$ cat config.mk
export PLATFORM = sky130hd
export DESIGN_NAME = chc_value_ram
export DESIGN_NICKNAME = d
export VERILOG_FILES = /design/src/rtl/core/chc_pkg.sv /design/src/rtl/core/chc_value_ram.sv
export SDC_FILE = /design/constraint.sdc
export NUM_CORES = 2
export LEC_CHECK = 0
export BUFFER_PORTS_ARGS = -buffer_cell sky130_fd_sc_hd__buf_4
export CELL_PAD_IN_SITES_DETAIL_PLACEMENT = 0
export CELL_PAD_IN_SITES_GLOBAL_PLACEMENT = 1
export CORE_MARGIN = 1.5
export CORE_UTILIZATION = 45
export CTS_BUF_LIST = sky130_fd_sc_hd__clkbuf_16
export CTS_CLUSTER_SIZE = 24
export DETAILED_ROUTE_END_ITERATION = 10
export GPL_ROUTABILITY_DRIVEN = 0
export PLACE_DENSITY_LB_ADDON = 0.1
export SYNTH_ARGS = -nofsm -noshare
export SYNTH_HDL_FRONTEND = slang
export SYNTH_SLANG_ARGS = --single-unit
$ cat constraint.sdc
create_clock -name clock -period 5.7 [get_ports clock]
set_input_delay 0.57 -clock clock [delete_from_list [all_inputs] [get_ports clock]]
set_output_delay 0.57 -clock clock [all_outputs]
set_load 0.05 [all_outputs]
$ cat src/rtl/core/chc_pkg.sv
// ============================================================================
// chc_pkg: shared types and constants of the canonical Huffman codec
// Transaction structs, function and result codes, write port types and the
// default table limits.
// ============================================================================
`default_nettype none

package chc_pkg;

   // Default table limits.
   localparam int MAX_CODE_LEN_DEF = 16;
   localparam int MAX_SYMBOLS_DEF  = 256;

   // Fixed field widths.
   localparam int SYM_W   = 8;
   localparam int CNT_W   = 8;
   localparam int CODE_W  = 16;
   localparam int LEN_W   = 5;
   localparam int LIDX_W  = 4;
   localparam int SYM_NUM = 256;

   // Request function codes.
   typedef enum logic [2:0] {
      FUNC_LOAD   = 3'd0,
      FUNC_APPEND = 3'd1,
      FUNC_DECODE = 3'd2,
      FUNC_ENCODE = 3'd3,
      FUNC_CLEAR  = 3'd4
   } func_type;

   // Result kinds.
   typedef enum logic [1:0] {
      KIND_SYMBOL = 2'd0,
      KIND_ERROR  = 2'd1,
      KIND_CODE   = 2'd2,
      KIND_MISS   = 2'd3
   } kind_type;

   // Sequencer states.
   typedef enum logic [1:0] {
      ST_IDLE,
      ST_APPEND,
      ST_RESP
   } state_type;

   // Request transaction payload.
   typedef struct packed {
      func_type          func;
      logic [LIDX_W-1:0] length_index;
      logic [CNT_W-1:0]  count;
      logic [SYM_W-1:0]  symbol;
      logic              bit_req;
   } req_type;

   // Response transaction payload.
   typedef struct packed {
      kind_type          kind;
      logic [SYM_W-1:0]  symbol_out;
      logic [CODE_W-1:0] code;
      logic [LEN_W-1:0]  code_length;
   } rsp_type;

   // One entry of the per-symbol code store.
   typedef struct packed {
      logic [CODE_W-1:0] code;
      logic [LEN_W-1:0]  length;
   } code_entry_type;

   // Write port of the per-symbol code store.
   typedef struct packed {
      logic             en;
      logic [SYM_W-1:0] addr;
      code_entry_type   data;
   } code_wr_type;

endpackage

`default_nettype wire

$ cat src/rtl/core/chc_value_ram.sv
// ============================================================================
// chc_value_ram: symbol values by table position
// Single write port, single registered read port. The read data holds
// until the next read is issued.
// ============================================================================
`default_nettype none

module chc_value_ram #(
   parameter int MAX_SYMBOLS = chc_pkg::MAX_SYMBOLS_DEF,
   localparam int AW = $clog2(MAX_SYMBOLS)
) (
   input  wire logic                     clock,
   input  wire logic                     wr_en,
   input  wire logic [AW-1:0]            wr_addr,
   input  wire logic [chc_pkg::SYM_W-1:0] wr_data,
   input  wire logic                     rd_en,
   input  wire logic [AW-1:0]            rd_addr,
   output logic      [chc_pkg::SYM_W-1:0] rd_data
);

   logic [chc_pkg::SYM_W-1:0] mem [MAX_SYMBOLS];
   logic [chc_pkg::SYM_W-1:0] rd_data_ff;

   // Write port.
   always_ff @(posedge clock) begin
      if (wr_en) begin
         mem[wr_addr] <= wr_data;
      end
   end

   // Registered read port.
   always_ff @(posedge clock) begin
      if (rd_en) begin
         rd_data_ff <= mem[rd_addr];
      end
   end

   assign rd_data = rd_data_ff;

endmodule

`default_nettype wire

# After elaboration in Yosys (flattened, before gate mapping)
# Memories as Yosys holds them, arrays and structs flattened. A register that Yosys moved wholly into a read port is not among the register bits.
# Cells that the tools add are included.
dict set report totals {
  ramBits 2048
  latchBits 0
  mem_bits_ro 0
  register_bits 0
  wordCells 3
  output_inout_bits 8
  n_memories 1
}
dict set report op_classes {
  bitwise_logic 0
  n_div 0
  n_addsub 0
  reduce_logical 0
  eq_ne 0
  muxes 2
  shift 0
  mul 0
  magnitude_cmp 0
}
# name words word_bits read_ports rd_ports_with_merged_regs write_ports line_no
set mem_list {}
lappend mem_list {mem 256 8 1 1 1 chc_value_ram.sv:21} ;# logic [chc_pkg::SYM_W-1:0] mem [MAX_SYMBOLS];
# operator n
set op_table {}
lappend op_table {{$mux 1} 2}

# Depth between registers and ports, before layout
dict set report depth {
  word_depth 2
  ltp_mapped 11
}

# Worst setup path after synthesis
# Ideal clock, no wire load.
dict set report synth_path {
  path_kind {input-to-reg}
  from {input rd_addr[0]}
  to {register rd_data_ff (netlist bit rd_data[2]) (read register of mem), data pin}
  t_arrival_ns 2.377
  t_required_ns 5.431
  setup_slack_ns 3.054
  setup_time_ns 0.269
  stages 9
  path_cell_list {buf_6 -> buf_12 -> buf_8 -> buf_2 -> mux4_2 -> a22oi_1 -> a21oi_1 -> nor4_1 -> nor4_2}
}
# item line_no
set synth_lines {}
lappend synth_lines {{start, declared} chc_value_ram.sv:17} ;# input wire logic [AW-1:0] rd_addr,
lappend synth_lines {{end, declared} chc_value_ram.sv:22} ;# logic [chc_pkg::SYM_W-1:0] rd_data_ff;

==> summary.txt <==
Avg Cell Area, Syn - 21.3 µm²
Vias in the first global route - 39785
Synthesized area - 79600 µm²
Post-synthesis sequential area ratio - 77.5%
Cells on worst reg2reg path - 6
Critical Path Source Type - input port
Die area - 180000 µm²
Crit path DAT - 4110 ps
Post-route setup TNS - 0 ps
FMAX - 0.281 GHz
RSZ-0062 raised after global routing - false
#FFs+latches synth - 2056
Worst Hold Path Cells - 1
Cts bufs inserted - 207
Worst Hold Class - in2reg
FF-to-FF End - rd_data[5]
WHS - 96.3 ps
First-pass GRT wire length - 299000 µm
Clock Latency Late Sink - 840 ps
Cell taking the most area after synthesis - edfxtp_1
# Post-CTS Setup Buffers - 0
Synth warnings - 0
# Max-Cap Violations - 0
Cell breakdown of the critical path - buf_4 > buf_4 > nor2_2 > buf_4 > a22o_1 > a221oi_1 > o32ai_1 > nor3_1 > nor4_1
Via Count - 38505
Max transition margin - 9.94%
CP Max Fanout - 42
Layout fillers - 13832
CTS tree - yes
Place WS - 1330 ps
Vias/cell - 6.07
Routed Antenna Nets - 0
Starting Density - 45.3%
Clk sinks - 2056
IO buf count - 34
Final worst clock skew - 37.6 ps
Hold Vio Cnt, Final - 0
Cell mode on critical path - buf_4
Final min period - 3550 ps
Clk pin slew, worst setup/hold paths - 60 ps
Final nets - 3862
R2R Setup Slk - 2620 ps
Syn_nets - 3760
Post-synth EDFFs - 2056
Die H - 424 µm
Commonest non-fill, non-tap cell in the layout - edfxtp_1
WL final - 210000 µm
Crit. End Element - register
WP data required - 6250 ps
Endpoints failing setup - 0
Slew Viols, Final - 0
Drc violations - 0
CP Class - in2reg
Yosys cell types - 54
GRT Util Overall - 23.6%
DP HPWL - 127000 µm
Cell area after layout - 89300 µm²
Bufs and invs on worst path - 3
Top-Level Pins - 35
CP delay by family, top - buffers and inverters
Largest net degree at the start of global routing - 167
Hold Path End - rd_data[4]
Leakage - 0.0275 µW
Post-DP Area - 82500 µm²
Drt wl/cell - 33.2 µm
DRT Pass-1 Iters - 5
Status - finished, final reports clean
Final worst-path cycle share - 62.3%
H-Tree Level Count - 4
Async S/R FF share, synth - 0%
Total grt overflow - 0
Top cell type's share of synthesized area - 77.5%
Slew @ Worst Pin - 1340 ps
Primary FF master, synth - edfxtp_1
Critical Path Max Stage Delay - 800 ps
Synth top area cells - edfxtp_1 78%, mux4_2 13%, mux2i_1 1.7%
Iteration-0 DRC Markers - 4519
Initial antenna violation count - 9
Design Power - 31800 µW
RR Startpoint - mem[211][5]
Maximum vdd ir drop - 0.309 mV
Die Span X - 424 µm
Pwr dens - 356 nW/µm²
PostCTS Resize Cnt - 0
CTS root buf - clkbuf_16
Synth Instances - 3733
Row count - 154
Most frequent cells in the layout - 2056 x edfxtp_1, 454 x mux4_2, 279 x nor2_1, 213 x clkbuf_16, 134 x mux2i_1
Area grow syn2layout - 12.1%
Worst hold start - rd_en
Core region area - 176000 µm²
Slowest-stage cell, CP - nor3_1
Share of cells above drive strength 1 - 22.4%
CTS Hold Bufs - 0
Post-route setup slack - 2150 ps
Clock tree buffer depth - 3
metrics by stage:
step	util, %	instances
floorplan	-	3733
global placement	46.9	5966
detailed placement	46.9	5966
CTS	50.7	6341
global route	50.7	6341
finish	50.8	6343
report_power, final:
part / internal [µW] / leakage (µW) / switching (µW) / total [µW]
sequential: 16700 / 0.0185 / 16.4 / 16700
clock: 7870 / 0.00350 / 5700 / 13600
combinational: 505 / 0.00553 / 1050 / 1550
total: 25100 / 0.0275 / 6760 / 31800
state kept, by name, indices dropped and copies added, names as in the netlist:
name and flops:
rd_data 8, mem 2048
area by class of cell:
type	instances	area, µm²	share of cell area (%)
Clock inverter	162	1460	1.63
Timing Repair Buffer	126	1300	1.45
Antenna cell	2	5.00	0.00561
Tap cell	2340	2930	3.28
Clock buffer	213	5330	5.97
Sequential cell	2056	61700	69.1
Multi-Input combinational cell	1442	16500	18.5
Inverter	2	7.51	0.00841
synth_stat cells, types with 3 or more instances:
library cell,instances
buf_8,13
o22a_1,5
nand3_1,34
mux4_2,454
nand4_1,10
nand2_1,33
o211ai_1,10
nor4_1,24
nor4_2,3
a22oi_1,133
mux2i_1,134
a221oi_1,13
a211oi_1,16
edfxtp_1,2056
buf_2,31
nor2b_1,31
nor2_1,282
o32ai_1,4
or2_2,4
buf_6,21
clkbuf_1,111
o21ai_0,10
nor3_1,22
o22ai_1,28
buf_4,27
a22o_1,8
buf_1,22
o221ai_1,46
nand2b_1,8
buf_12,8
a21oi_1,96
and2_1,6
worst max-delay path by stage:
stage	startpoint	to	slack [ps]	cells past startpoint
after detailed placement	rd_addr[2]	rd_data[5]	1330	9
after global routing	rd_addr[0]	rd_data[5]	2120	9
after global placement	rd_addr[0]	rd_data[7]	1060	8
final	rd_addr[2]	rd_data[5]	2150	9
after CTS	rd_addr[2]	rd_data[5]	2250	9
after floorplan	rd_addr[0]	rd_data[2]	3050	9
cell families (layout without fill, tap and decap cells):
kind of cell | Yosys count | after routing | synth area share [%]
and+or+nand+nor | 466 | 466 | 2.63
muxes | 591 | 591 | 14.6
DFF | 2056 | 2056 | 77.5
buffers and inverters | 235 | 503 | 1.83
AOI/OAI and AO/OA | 385 | 385 | 3.42
other | 0 | 2 | 0
per-layer routing:
| metal | part of all wire [%] | GRT usage [%] | vias up |
|---|---|---|---|
| met2 | 50 | 39.4 | 1420 |
| met1 | 41 | 32.5 | 20897 |
| met4 | 2.3 | 5.96 | 2 |
| met3 | 6.2 | 3.70 | 281 |
| met5 | 0.0081 | 0 | - |
| li1 | - | - | 15905 |
Note: power is estimated with default switching activity, not from simulation.
