$ cat config.mk
export PLATFORM = sky130hd
export DESIGN_NAME = chc_seq
export DESIGN_NICKNAME = d
export VERILOG_FILES = /design/src/rtl/core/chc_pkg.sv /design/src/rtl/core/chc_seq.sv
export SDC_FILE = /design/constraint.sdc
export NUM_CORES = 2
export LEC_CHECK = 0
export ABC_CLOCK_PERIOD_IN_PS = 12800
export BUFFER_PORTS_ARGS = -buffer_cell sky130_fd_sc_hd__buf_2
export CORE_MARGIN = 3
export CORE_UTILIZATION = 31
export CTS_CLUSTER_DIAMETER = 30
export DETAILED_ROUTE_END_ITERATION = 12
export GPL_TIMING_DRIVEN = 0
export PLACE_DENSITY_LB_ADDON = 0.3
export SYNTH_ARGS = -nofsm -noshare
export SYNTH_HDL_FRONTEND = slang
export SYNTH_SLANG_ARGS = --single-unit
export TNS_END_PERCENT = 1
$ cat constraint.sdc
create_clock -name clock -period 12.8 [get_ports clock]
set_input_delay 3.84 -clock clock [delete_from_list [all_inputs] [get_ports clock]]
set_output_delay 3.84 -clock clock [all_outputs]
set_load 0.1 [all_outputs]
$ cat src/rtl/core/chc_pkg.sv
// ============================================================================
// chc_pkg: shared types and constants of the canonical Huffman codec
// Transaction structs, function and result codes, write port types and the
// default table limits.
// ============================================================================
`default_nettype none

package chc_pkg;

   // Default table limits.
   localparam int MAX_CODE_LEN_DEF = 16;
   localparam int MAX_SYMBOLS_DEF  = 256;

   // Fixed field widths.
   localparam int SYM_W   = 8;
   localparam int CNT_W   = 8;
   localparam int CODE_W  = 16;
   localparam int LEN_W   = 5;
   localparam int LIDX_W  = 4;
   localparam int SYM_NUM = 256;

   // Request function codes.
   typedef enum logic [2:0] {
      FUNC_LOAD   = 3'd0,
      FUNC_APPEND = 3'd1,
      FUNC_DECODE = 3'd2,
      FUNC_ENCODE = 3'd3,
      FUNC_CLEAR  = 3'd4
   } func_type;

   // Result kinds.
   typedef enum logic [1:0] {
      KIND_SYMBOL = 2'd0,
      KIND_ERROR  = 2'd1,
      KIND_CODE   = 2'd2,
      KIND_MISS   = 2'd3
   } kind_type;

   // Sequencer states.
   typedef enum logic [1:0] {
      ST_IDLE,
      ST_APPEND,
      ST_RESP
   } state_type;

   // Request transaction payload.
   typedef struct packed {
      func_type          func;
      logic [LIDX_W-1:0] length_index;
      logic [CNT_W-1:0]  count;
      logic [SYM_W-1:0]  symbol;
      logic              bit_req;
   } req_type;

   // Response transaction payload.
   typedef struct packed {
      kind_type          kind;
      logic [SYM_W-1:0]  symbol_out;
      logic [CODE_W-1:0] code;
      logic [LEN_W-1:0]  code_length;
   } rsp_type;

   // One entry of the per-symbol code store.
   typedef struct packed {
      logic [CODE_W-1:0] code;
      logic [LEN_W-1:0]  length;
   } code_entry_type;

   // Write port of the per-symbol code store.
   typedef struct packed {
      logic             en;
      logic [SYM_W-1:0] addr;
      code_entry_type   data;
   } code_wr_type;

endpackage

`default_nettype wire

$ cat src/rtl/core/chc_seq.sv
// ============================================================================
// chc_seq: table sequencer and bit-serial decoder
// Holds the per-length tables and code assignment state, walks code lengths
// on appends, matches decode bits against first codes and drives both
// stores. One transaction is worked on at a time.
// ============================================================================
`default_nettype none

module chc_seq #(
   parameter int MAX_CODE_LEN = chc_pkg::MAX_CODE_LEN_DEF,
   parameter int MAX_SYMBOLS  = chc_pkg::MAX_SYMBOLS_DEF,
   localparam int AW = $clog2(MAX_SYMBOLS)
) (
   input  wire logic                          clock,
   input  wire logic                          reset,
   // Request side.
   input  wire logic                          req_valid,
   input  wire chc_pkg::req_type              req_data,
   output logic                               req_stall,
   // Result side toward the output register.
   output logic                               res_valid,
   output chc_pkg::rsp_type                   res_data,
   input  wire logic                          res_free,
   // Value store.
   output logic                               val_wr_en,
   output logic [AW-1:0]                      val_wr_addr,
   output logic [chc_pkg::SYM_W-1:0]          val_wr_data,
   output logic                               val_rd_en,
   output logic [AW-1:0]                      val_rd_addr,
   input  wire logic [chc_pkg::SYM_W-1:0]     val_rd_data,
   // Code store.
   output chc_pkg::code_wr_type               code_wr,
   output logic                               code_rd_en,
   output logic [chc_pkg::SYM_W-1:0]          code_rd_addr,
   input  wire chc_pkg::code_entry_type       code_rd_data
);

   localparam int LW = $clog2(MAX_CODE_LEN);
   localparam int CW = $clog2(MAX_CODE_LEN + 1);
   localparam int PW = $clog2(MAX_SYMBOLS + 1);
   localparam int IW = ((PW > chc_pkg::CNT_W) ? PW : chc_pkg::CNT_W) + 1;
   localparam int CODE_W = chc_pkg::CODE_W;
   localparam int LEN_W  = chc_pkg::LEN_W;

   // Sequencer state and per-length tables.
   chc_pkg::state_type state_ff, state_in;
   logic [chc_pkg::CNT_W-1:0] counts_ff     [MAX_CODE_LEN];
   logic [chc_pkg::CNT_W-1:0] counts_in     [MAX_CODE_LEN];
   logic [CODE_W-1:0]         first_code_ff [MAX_CODE_LEN];
   logic [CODE_W-1:0]         first_code_in [MAX_CODE_LEN];
   logic [PW-1:0]             first_index_ff[MAX_CODE_LEN];
   logic [PW-1:0]             first_index_in[MAX_CODE_LEN];
   logic [chc_pkg::SYM_NUM-1:0] known_ff, known_in;

   // Code assignment and decoder state.
   logic [PW-1:0]            append_pos_ff, append_pos_in;
   logic [CODE_W-1:0]        assign_code_ff, assign_code_in;
   logic [CW-1:0]            assign_len_ff, assign_len_in;
   logic [chc_pkg::CNT_W-1:0] assign_left_ff, assign_left_in;
   logic [CODE_W-1:0]        dec_bits_ff, dec_bits_in;
   logic [CW-1:0]            dec_count_ff, dec_count_in;

   // Pending transaction payload.
   logic [chc_pkg::SYM_W-1:0] pend_sym_ff, pend_sym_in;
   chc_pkg::kind_type         pend_kind_ff, pend_kind_in;
   logic [CODE_W-1:0]         pend_bits_ff, pend_bits_in;
   logic [LEN_W-1:0]          pend_len_ff, pend_len_in;

   // Decode match terms.
   logic [LW-1:0]             dec_lvl;
   logic [LW-1:0]             rd_lvl;
   logic [chc_pkg::CNT_W-1:0] count_rd;
   logic [CODE_W-1:0]         bits_new;
   logic [CW-1:0]             n_new;
   logic [CODE_W-1:0]         offset;
   logic [IW-1:0]             idx;
   logic                      dec_match;
   logic                      dec_full;
   logic [CODE_W-1:0]         code_next;

   // The decoder looks at the level of the bits gathered so far; the length
   // walk looks at the level being entered.
   assign dec_lvl  = dec_count_ff[LW-1:0];
   assign rd_lvl   = (state_ff == chc_pkg::ST_APPEND) ? assign_len_ff[LW-1:0] : dec_lvl;
   assign count_rd = counts_ff[rd_lvl];

   // Canonical first-code compare for one new bit.
   assign bits_new  = {dec_bits_ff[CODE_W-2:0], req_data.bit_req};
   assign n_new     = dec_count_ff + CW'(1);
   assign offset    = bits_new - first_code_ff[dec_lvl];
   assign idx       = IW'(first_index_ff[dec_lvl]) + IW'(offset[chc_pkg::CNT_W-1:0]);
   assign dec_match = (n_new <= assign_len_ff)
                      && (offset < CODE_W'(count_rd))
                      && (idx < IW'(append_pos_ff));
   assign dec_full  = (n_new == CW'(MAX_CODE_LEN));

   // The code doubles on entering every length after the first.
   assign code_next = (assign_len_ff != '0) ? {assign_code_ff[CODE_W-2:0], 1'b0}
                                            : assign_code_ff;

   assign req_stall = (state_ff != chc_pkg::ST_IDLE);

   // Next state, table updates and store accesses.
   always_comb begin
      state_in       = state_ff;
      counts_in      = counts_ff;
      first_code_in  = first_code_ff;
      first_index_in = first_index_ff;
      known_in       = known_ff;
      append_pos_in  = append_pos_ff;
      assign_code_in = assign_code_ff;
      assign_len_in  = assign_len_ff;
      assign_left_in = assign_left_ff;
      dec_bits_in    = dec_bits_ff;
      dec_count_in   = dec_count_ff;
      pend_sym_in    = pend_sym_ff;
      pend_kind_in   = pend_kind_ff;
      pend_bits_in   = pend_bits_ff;
      pend_len_in    = pend_len_ff;
      val_wr_en      = 1'b0;
      val_wr_addr    = append_pos_ff[AW-1:0];
      val_wr_data    = pend_sym_ff;
      val_rd_en      = 1'b0;
      val_rd_addr    = idx[AW-1:0];
      code_wr        = '0;
      code_rd_en     = 1'b0;
      code_rd_addr   = req_data.symbol;
      res_valid      = 1'b0;
      res_data       = '0;

      case (state_ff)
         chc_pkg::ST_IDLE: begin
            if (req_valid) begin
               case (req_data.func)
                  chc_pkg::FUNC_LOAD: begin
                     // Only lengths not yet entered take a new count.
                     if ((LEN_W'(req_data.length_index) < LEN_W'(MAX_CODE_LEN))
                         && (LEN_W'(req_data.length_index) >= LEN_W'(assign_len_ff))) begin
                        counts_in[req_data.length_index[LW-1:0]] = req_data.count;
                     end
                  end
                  chc_pkg::FUNC_APPEND: begin
                     // A full table drops the symbol at once.
                     if (append_pos_ff < PW'(MAX_SYMBOLS)) begin
                        pend_sym_in = req_data.symbol;
                        state_in    = chc_pkg::ST_APPEND;
                     end
                  end
                  chc_pkg::FUNC_DECODE: begin
                     if (dec_match) begin
                        val_rd_en    = 1'b1;
                        pend_kind_in = chc_pkg::KIND_SYMBOL;
                        pend_bits_in = bits_new;
                        pend_len_in  = LEN_W'(n_new);
                        dec_bits_in  = '0;
                        dec_count_in = '0;
                        state_in     = chc_pkg::ST_RESP;
                     end else if (dec_full) begin
                        pend_kind_in = chc_pkg::KIND_ERROR;
                        dec_bits_in  = '0;
                        dec_count_in = '0;
                        state_in     = chc_pkg::ST_RESP;
                     end else begin
                        dec_bits_in  = bits_new;
                        dec_count_in = n_new;
                     end
                  end
                  chc_pkg::FUNC_ENCODE: begin
                     code_rd_en   = 1'b1;
                     pend_kind_in = known_ff[req_data.symbol] ? chc_pkg::KIND_CODE
                                                              : chc_pkg::KIND_MISS;
                     state_in     = chc_pkg::ST_RESP;
                  end
                  chc_pkg::FUNC_CLEAR: begin
                     counts_in      = '{default: '0};
                     first_code_in  = '{default: '0};
                     first_index_in = '{default: '0};
                     known_in       = '0;
                     append_pos_in  = '0;
                     assign_code_in = '0;
                     assign_len_in  = '0;
                     assign_left_in = '0;
                     dec_bits_in    = '0;
                     dec_count_in   = '0;
                  end
                  default: begin
                  end
               endcase
            end
         end

         chc_pkg::ST_APPEND: begin
            if ((assign_left_ff == '0) && (assign_len_ff < CW'(MAX_CODE_LEN))) begin
               // Enter the next code length, one per cycle.
               first_code_in[assign_len_ff[LW-1:0]]  = code_next;
               first_index_in[assign_len_ff[LW-1:0]] = append_pos_ff;
               assign_code_in = code_next;
               assign_left_in = count_rd;
               assign_len_in  = assign_len_ff + CW'(1);
            end else if (assign_left_ff == '0) begin
               // No length has room left.
               state_in = chc_pkg::ST_IDLE;
            end else begin
               // Place the symbol; the first copy of a symbol owns its code.
               val_wr_en = 1'b1;
               if (!known_ff[pend_sym_ff]) begin
                  known_in[pend_sym_ff] = 1'b1;
                  code_wr.en          = 1'b1;
                  code_wr.addr        = pend_sym_ff;
                  code_wr.data.code   = assign_code_ff;
                  code_wr.data.length = LEN_W'(assign_len_ff);
               end
               assign_code_in = assign_code_ff + CODE_W'(1);
               assign_left_in = assign_left_ff - chc_pkg::CNT_W'(1);
               append_pos_in  = append_pos_ff + PW'(1);
               state_in       = chc_pkg::ST_IDLE;
            end
         end

         chc_pkg::ST_RESP: begin
            res_valid = 1'b1;
            case (pend_kind_ff)
               chc_pkg::KIND_SYMBOL: begin
                  res_data.kind        = chc_pkg::KIND_SYMBOL;
                  res_data.symbol_out  = val_rd_data;
                  res_data.code        = pend_bits_ff;
                  res_data.code_length = pend_len_ff;
               end
               chc_pkg::KIND_CODE: begin
                  res_data.kind        = chc_pkg::KIND_CODE;
                  res_data.code        = code_rd_data.code;
                  res_data.code_length = code_rd_data.length;
               end
               chc_pkg::KIND_ERROR: begin
                  res_data.kind = chc_pkg::KIND_ERROR;
               end
               default: begin
                  res_data.kind = chc_pkg::KIND_MISS;
               end
            endcase
            if (res_free) begin
               state_in = chc_pkg::ST_IDLE;
            end
         end

         default: begin
            state_in = chc_pkg::ST_IDLE;
         end
      endcase
   end

   // Control and table registers.
   always_ff @(posedge clock) begin
      if (reset) begin
         state_ff       <= chc_pkg::ST_IDLE;
         counts_ff      <= '{default: '0};
         first_code_ff  <= '{default: '0};
         first_index_ff <= '{default: '0};
         known_ff       <= '0;
         append_pos_ff  <= '0;
         assign_code_ff <= '0;
         assign_len_ff  <= '0;
         assign_left_ff <= '0;
         dec_bits_ff    <= '0;
         dec_count_ff   <= '0;
      end else begin
         state_ff       <= state_in;
         counts_ff      <= counts_in;
         first_code_ff  <= first_code_in;
         first_index_ff <= first_index_in;
         known_ff       <= known_in;
         append_pos_ff  <= append_pos_in;
         assign_code_ff <= assign_code_in;
         assign_len_ff  <= assign_len_in;
         assign_left_ff <= assign_left_in;
         dec_bits_ff    <= dec_bits_in;
         dec_count_ff   <= dec_count_in;
      end
   end

   // Pending transaction payload.
   always_ff @(posedge clock) begin
      pend_sym_ff  <= pend_sym_in;
      pend_kind_ff <= pend_kind_in;
      pend_bits_ff <= pend_bits_in;
      pend_len_ff  <= pend_len_in;
   end

endmodule

`default_nettype wire
======== Word level (Yosys, flattened, before mapping) ========
Cells that the tools add are included.
word-level totals
  input port bits ......................... 57
  register bits after elaboration ......... 875
cells by class
  bitwise logic cells ..................... 5
  reductions and logical operators ........ 26
  multiplexer cells ....................... 96
  $lt $le $gt $ge ......................... 15
  add/subtract/negate cells ............... 7
  eq/ne operators ......................... 22
operators with widths
  cell                number
  $mux W256           6
  $pmux W256 S2       2
  $mux W144           3
  $pmux W144 S2       1
  $bwmux W256         1
  $or A256 B256 Y256  1
  $pmux W128 S2       1
  $bwmux W144         1
  $bwmux W128         1
  $mux W128           1
  $mux W16            8
  $mux W30            4
  $bmux W16 S4        1
  $demux W16 S4       1
  $mux W8             8
  $mux W9             7
  $pmux W21 S2        1
  $bmux W9 S4         1
  $demux W9 S4        1
  $bmux W8 S4         1
  $demux W8 S4        1
  $pmux W16 S2        1
  $mux W31            1
  $mux W15            2
  other kinds (50)    115

======== Depth between registers and ports, before layout ========
  depth in word-level cells ............... 13
  gate-level depth with buffers ........... 30

======== Worst setup path before layout ========
No wires, ideal clock.
  path type ............................... input to output
  start point ............................. in req_data[0] (netlist bit)
  end point ............................... out val_rd_en
  arrival ................................. 10,704 ps
  slack ................................... -1,744 ps
  buffers on the path ..................... 0
  data required time ...................... 8,960 ps
  cell stages on the path ................. 22
  cell sequence ........................... inv_1 > ha_1 > inv_1 > fa_1 > nand3_1 > nand2_1 > xor2_1 > ha_1 > nand2_1 > o21ai_0 > nor2_1 > xnor2_1 > ha_1 > a21o_1 > a211o_1 > o221ai_1 > o2111ai_1 > or4_4 > a311o_1 > nor4_4 > inv_1 > nor2_1
on the way
  cells in the longest elaborated chain, start to end .. 8
  elaborated cells between the ends (all ways) .. 10
  those cells by class .................... add/sub: 2; order compare: 2; mux: 4; reduce/logical: 2
RTL lines
  element                   line            text
  start, declared           chc_seq.sv:18   input wire chc_pkg::req_type req_data,
  $sub A16 B16 Y16          chc_seq.sv:90   assign offset = bits_new - first_code_ff[dec_lvl];
  $add A9 B8 Y10            chc_seq.sv:91   assign idx = IW'(first_index_ff[dec_lvl]) + IW'(offset[chc_pkg::CNT_W-1:0]);
  named net val_rd_addr[5]  chc_seq.sv:29   output logic [AW-1:0] val_rd_addr,
  $lt A10 B9 Y1             chc_seq.sv:94   && (idx < IW'(append_pos_ff));
  $logic_and A1 B1 Y1       chc_seq.sv:94
  $mux W1                   chc_seq.sv:150  if (dec_match) begin
  $mux W1                   chc_seq.sv:134  case (req_data.func)
  $mux W1                   chc_seq.sv:133  if (req_valid) begin
  $mux W1                   chc_seq.sv:131  case (state_ff)
  end, declared             chc_seq.sv:28   output logic val_rd_en,
The timed path passes the listed nets, and every way through them passes these cells.

======== Final worst setup path ========
  start point ............................. in req_data[0] (netlist bit)
  end point ............................... out val_rd_en
on the way
  cells in the longest elaborated chain, start to end .. 8
  elaborated cells between the ends (all ways) .. 10
  those cells by class .................... add/sub: 2; order compare: 2; mux: 4; reduce/logical: 2
RTL lines
  element                                               line
  $sub A16 B16 Y16 (*)                                  chc_seq.sv:90
  $add A9 B8 Y10 or $lt A16 B8 Y1 (tied branches)       chc_seq.sv:91, chc_seq.sv:93
  $lt A10 B9 Y1 or $logic_and A1 B1 Y1 (tied branches)  chc_seq.sv:94, chc_seq.sv:93
  $logic_and A1 B1 Y1 (*)                               chc_seq.sv:94
  $mux W1 (*)                                           chc_seq.sv:150
  $mux W1 (*)                                           chc_seq.sv:134
  $mux W1 (*)                                           chc_seq.sv:133
  $mux W1 (*)                                           chc_seq.sv:131
Every way passes the cells marked *; elsewhere a longest branch is shown, timed or not.

==> results.json <==
{
  "total_power_mw": 7.93,
  "cp_common_cell": "inv_1",
  "hold_violations": 0,
  "path_clk_slew_ns": 0.04,
  "syn_area_mm2": 0.0408,
  "arrival_ns": 8.74,
  "drtAntennaViolNets": 0,
  "hp-class": "register to register",
  "root_buffer": "clkbuf_16",
  "crit_fanout": 3,
  "clockBufferDepth": 3,
  "numPortBuffers": 153,
  "nNetsFinal": 4701,
  "slew_violations": 0,
  "max-slew-margin-rel": 0.00912,
  "timing.fmax_mhz": 79.5,
  "grt_antenna_before_repair": 2,
  "cts_made_buffers": 187,
  "leakage_nw": 17.9,
  "peakVddDrop_mv": 0.103,
  "start_util": 0.314,
  "cp_cell_sequence": "buf_2 > inv_1 > ha_1 > inv_1 > fa_1 > fa_1 > a21o_1 > a21oi_2 > nor2b_1 > o21a_1 > o21a_1 > a221oi_1 > xnor2_1 > ha_1 > a221oi_1 > o2111ai_1 > or4_4 > a311o_1 > nor4_4 > inv_1 > nor2_4 > buf_6",
  "cap_violations": 0,
  "r2r-start": "dec_count_ff[1]$_SDFFE_PP0P_",
  "reg2regPathDepth": 26,
  "insertion_delay_ns": 0.80,
  "drt_iter0_drc": 3891,
  "critPathLaunchType": "input port",
  "finalSetupViolations": 0,
  "io_pins": 155,
  "rsz0062_at_grt": "false",
  "area_growth_pct": 23.7,
  "fillers": 13000,
  "hold_buffers": 0,
  "grt_pass1_wl_um": 224000,
  "holdCritStartpoint": "known_ff[95]$_SDFFE_PP0P_",
  "power.density_mw_per_mm2": 157,
  "cp_top_family": "compound AO/OA/AOI/OAI gates",
  "period_needed_ns": 12.58,
  "fin_skew_ns": 0.0783,
  "layout_common_cells": "dfxtp_1 (844), nor2_1 (807), nand2_1 (403), a22oi_1 (373), clkbuf_1 (315)",
  "end_kind": "output port",
  "crit_type": "input port to output port",
  "ys.flop_type": "dfxtp_1",
  "die_area_mm2": 0.136,
  "avgSynthCellArea_um2": 9.63,
  "netlist_instances": 4239,
  "rr_endpoint": "pend_bits_ff[13]$_DFFE_PP_",
  "outcome": "finished clean",
  "cp_slowest_cell": "fa_1",
  "first_pass_iters": 7,
  "cts_max_level": 4,
  "tritoncts": "built",
  "whs_path_depth": 2,
  "wl_per_cell_um": 23.2,
  "drc_errors": 0,
  "fp.dieH_um": 369,
  "num_vias": 36300,
  "grt_max_degree": 20,
  "seq_area_frac_synth": 0.437,
  "path_buf_inv": 5,
  "gp_congestion": 0.916,
  "viasPerCell": 5.60,
  "cts.sinks": 875,
  "synth_edf_count": 31,
  "grt_pass1_vias": 35600,
  "core-area_mm2": 0.130,
  "cpPeakStageDelay_ns": 0.50,
  "async_flop_share": 0,
  "overflow": 0,
  "drive_above_1_share": 0.189,
  "grt_use_total": 0.215,
  "rows": 132,
  "die_w_um": 369,
  "ys_types": 79,
  "fin_crit_sh": 0.983,
  "cp_data_required_time_ns": 8.96,
  "rrSetupSlack_ns": 4.53,
  "yosysWarnings": 0,
  "dp_hpwl_um": 110000,
  "final_util": 0.388,
  "holdPathEnd": "known_ff[95]$_SDFFE_PP0P_",
  "final_common_cell": "dfxtp_1",
  "routed_wirelength_um": 150000,
  "synth_nets": 4355,
  "tightest_slew_ns": 1.49,
  "yosys_register_bits": 875
}
-- metal layers --
metal	share of wire	track usage	vias up	routed length (µm)
met2	0.46	0.348	1792	69500
met4	0.043	0.0947	0	6530
li1	-	-	16200	-
met3	0.091	0.0499	380	13700
met5	0	0	-	0
met1	0.40	0.272	17900	60600
-- repair_timing --
| item | CTS | global route |
|---|---|---|
| buffers inserted | 1 | 0 |
| setup endpoints to repair | 1 | 1 |
| gates resized for setup | 22 | 10 |
| endpoints found under the hold margin | 0 | 0 |
| pin swaps | 1 | 0 |
-- cell usage after synthesis (all sizes together), types with 10 or more instances --
library cell,n,area [µm²]
and2,33,206
nand2b,17,106
a32oi,10,87.6
mux4,307,6930
nand2,403,1510
inv,56,210
mux2i,50,500
mux2,17,191
a31oi,168,1050
a22o,16,140
nor2,814,3070
xnor2,24,210
edfxtp,31,931
o21ai,315,1580
ha,57,713
a211oi,11,87.6
dfxtp,844,16900
nand3,41,205
nor3,26,130
clkbuf,303,1140
a21oi,58,294
buf,88,454
a21o,14,105
and3,35,219
a22oi,373,2800
-- power breakdown --
part           switching (mW)  total, mW  internal [mW]
registers             0.00449       2.75           2.75
logic                   0.217      0.284         0.0662
clock network            1.67       4.89           3.22
total                    1.90       7.93           6.03
-- final cells by class --
type	count	area, µm²	share of cell area
Buffer	390	1640	0.0324
Timing Repair Buffer	158	821	0.0163
Clock buffer	233	5080	0.101
Sequential cell	875	17800	0.353
Tap cell	1742	2180	0.0432
Inverter	58	218	0.00431
Clock inverter	113	1420	0.0280
Antenna cell	1	2.50	0.0000495
Multi-Input combinational cell	2915	21300	0.422
-- how the worst max path moves through the flow --
stage                                       startpoint   endpoint  slack, ns  depth (start not counted)
after floorplan                            req_data[0]  val_rd_en       0.02                         20
after global placement    dec_count_ff[0]$_SDFFE_PP0P_  val_rd_en      -1.05                         27
after detailed placement  dec_count_ff[0]$_SDFFE_PP0P_  val_rd_en      -1.03                         27
after CTS                                  req_data[0]  val_rd_en       0.04                         22
after global routing                       req_data[0]  val_rd_en      0.004                         24
final                                      req_data[0]  val_rd_en       0.22                         22
-- sequential cells by signal, indices dropped and copies added (netlist names), 8 cells and up --
signal	cells
first_code_ff	256
val_wr_data	8
first_index_ff	144
known_ff	256
assign_code_ff	16
assign_left_ff	8
append_pos_ff	9
dec_bits_ff	15
counts_ff	128
pend_bits_ff	16
-- cells by family (layout without fill, tap and decap cells) --
kind of cell             after synthesis  in the layout  synth area share
AO/OA/AOI/OAI                       1024           1024             0.163
buffers and inverters                449            952            0.0443
XOR/XNOR                              33             33           0.00708
other                                  0              1                 0
adder cells (fa/ha/maj)               59             59            0.0185
multiplexers                         374            374             0.187
flip-flops                           875            875             0.437
AND/OR/NAND/NOR                     1425           1425             0.144
-- worst min-delay path, cell delays in order (launching register included) --
cell and delay [ns]:
dfxtp_1 0.31, nand2_1 0.05, o21ai_1 0.05
-- through the flow --
step / instances / hold slack [ns] / cell area, µm² / setup slack [ns] / TNS, ns
after global placement: 6134 / 0.444 / 43800 / -1.05 / -1.05
final: 6485 / 0.458 / 50500 / 0.219 / 0
after global routing: 6484 / 0.480 / 50500 / 0.00388 / 0
after detailed placement: 6138 / 0.454 / 43900 / -1.03 / -1.03
after CTS: 6484 / 0.459 / 50500 / 0.0405 / 0
after floorplan: 4239 / 0.434 / 40900 / 0.0194 / 0
(Power assumes the default switching activity.)
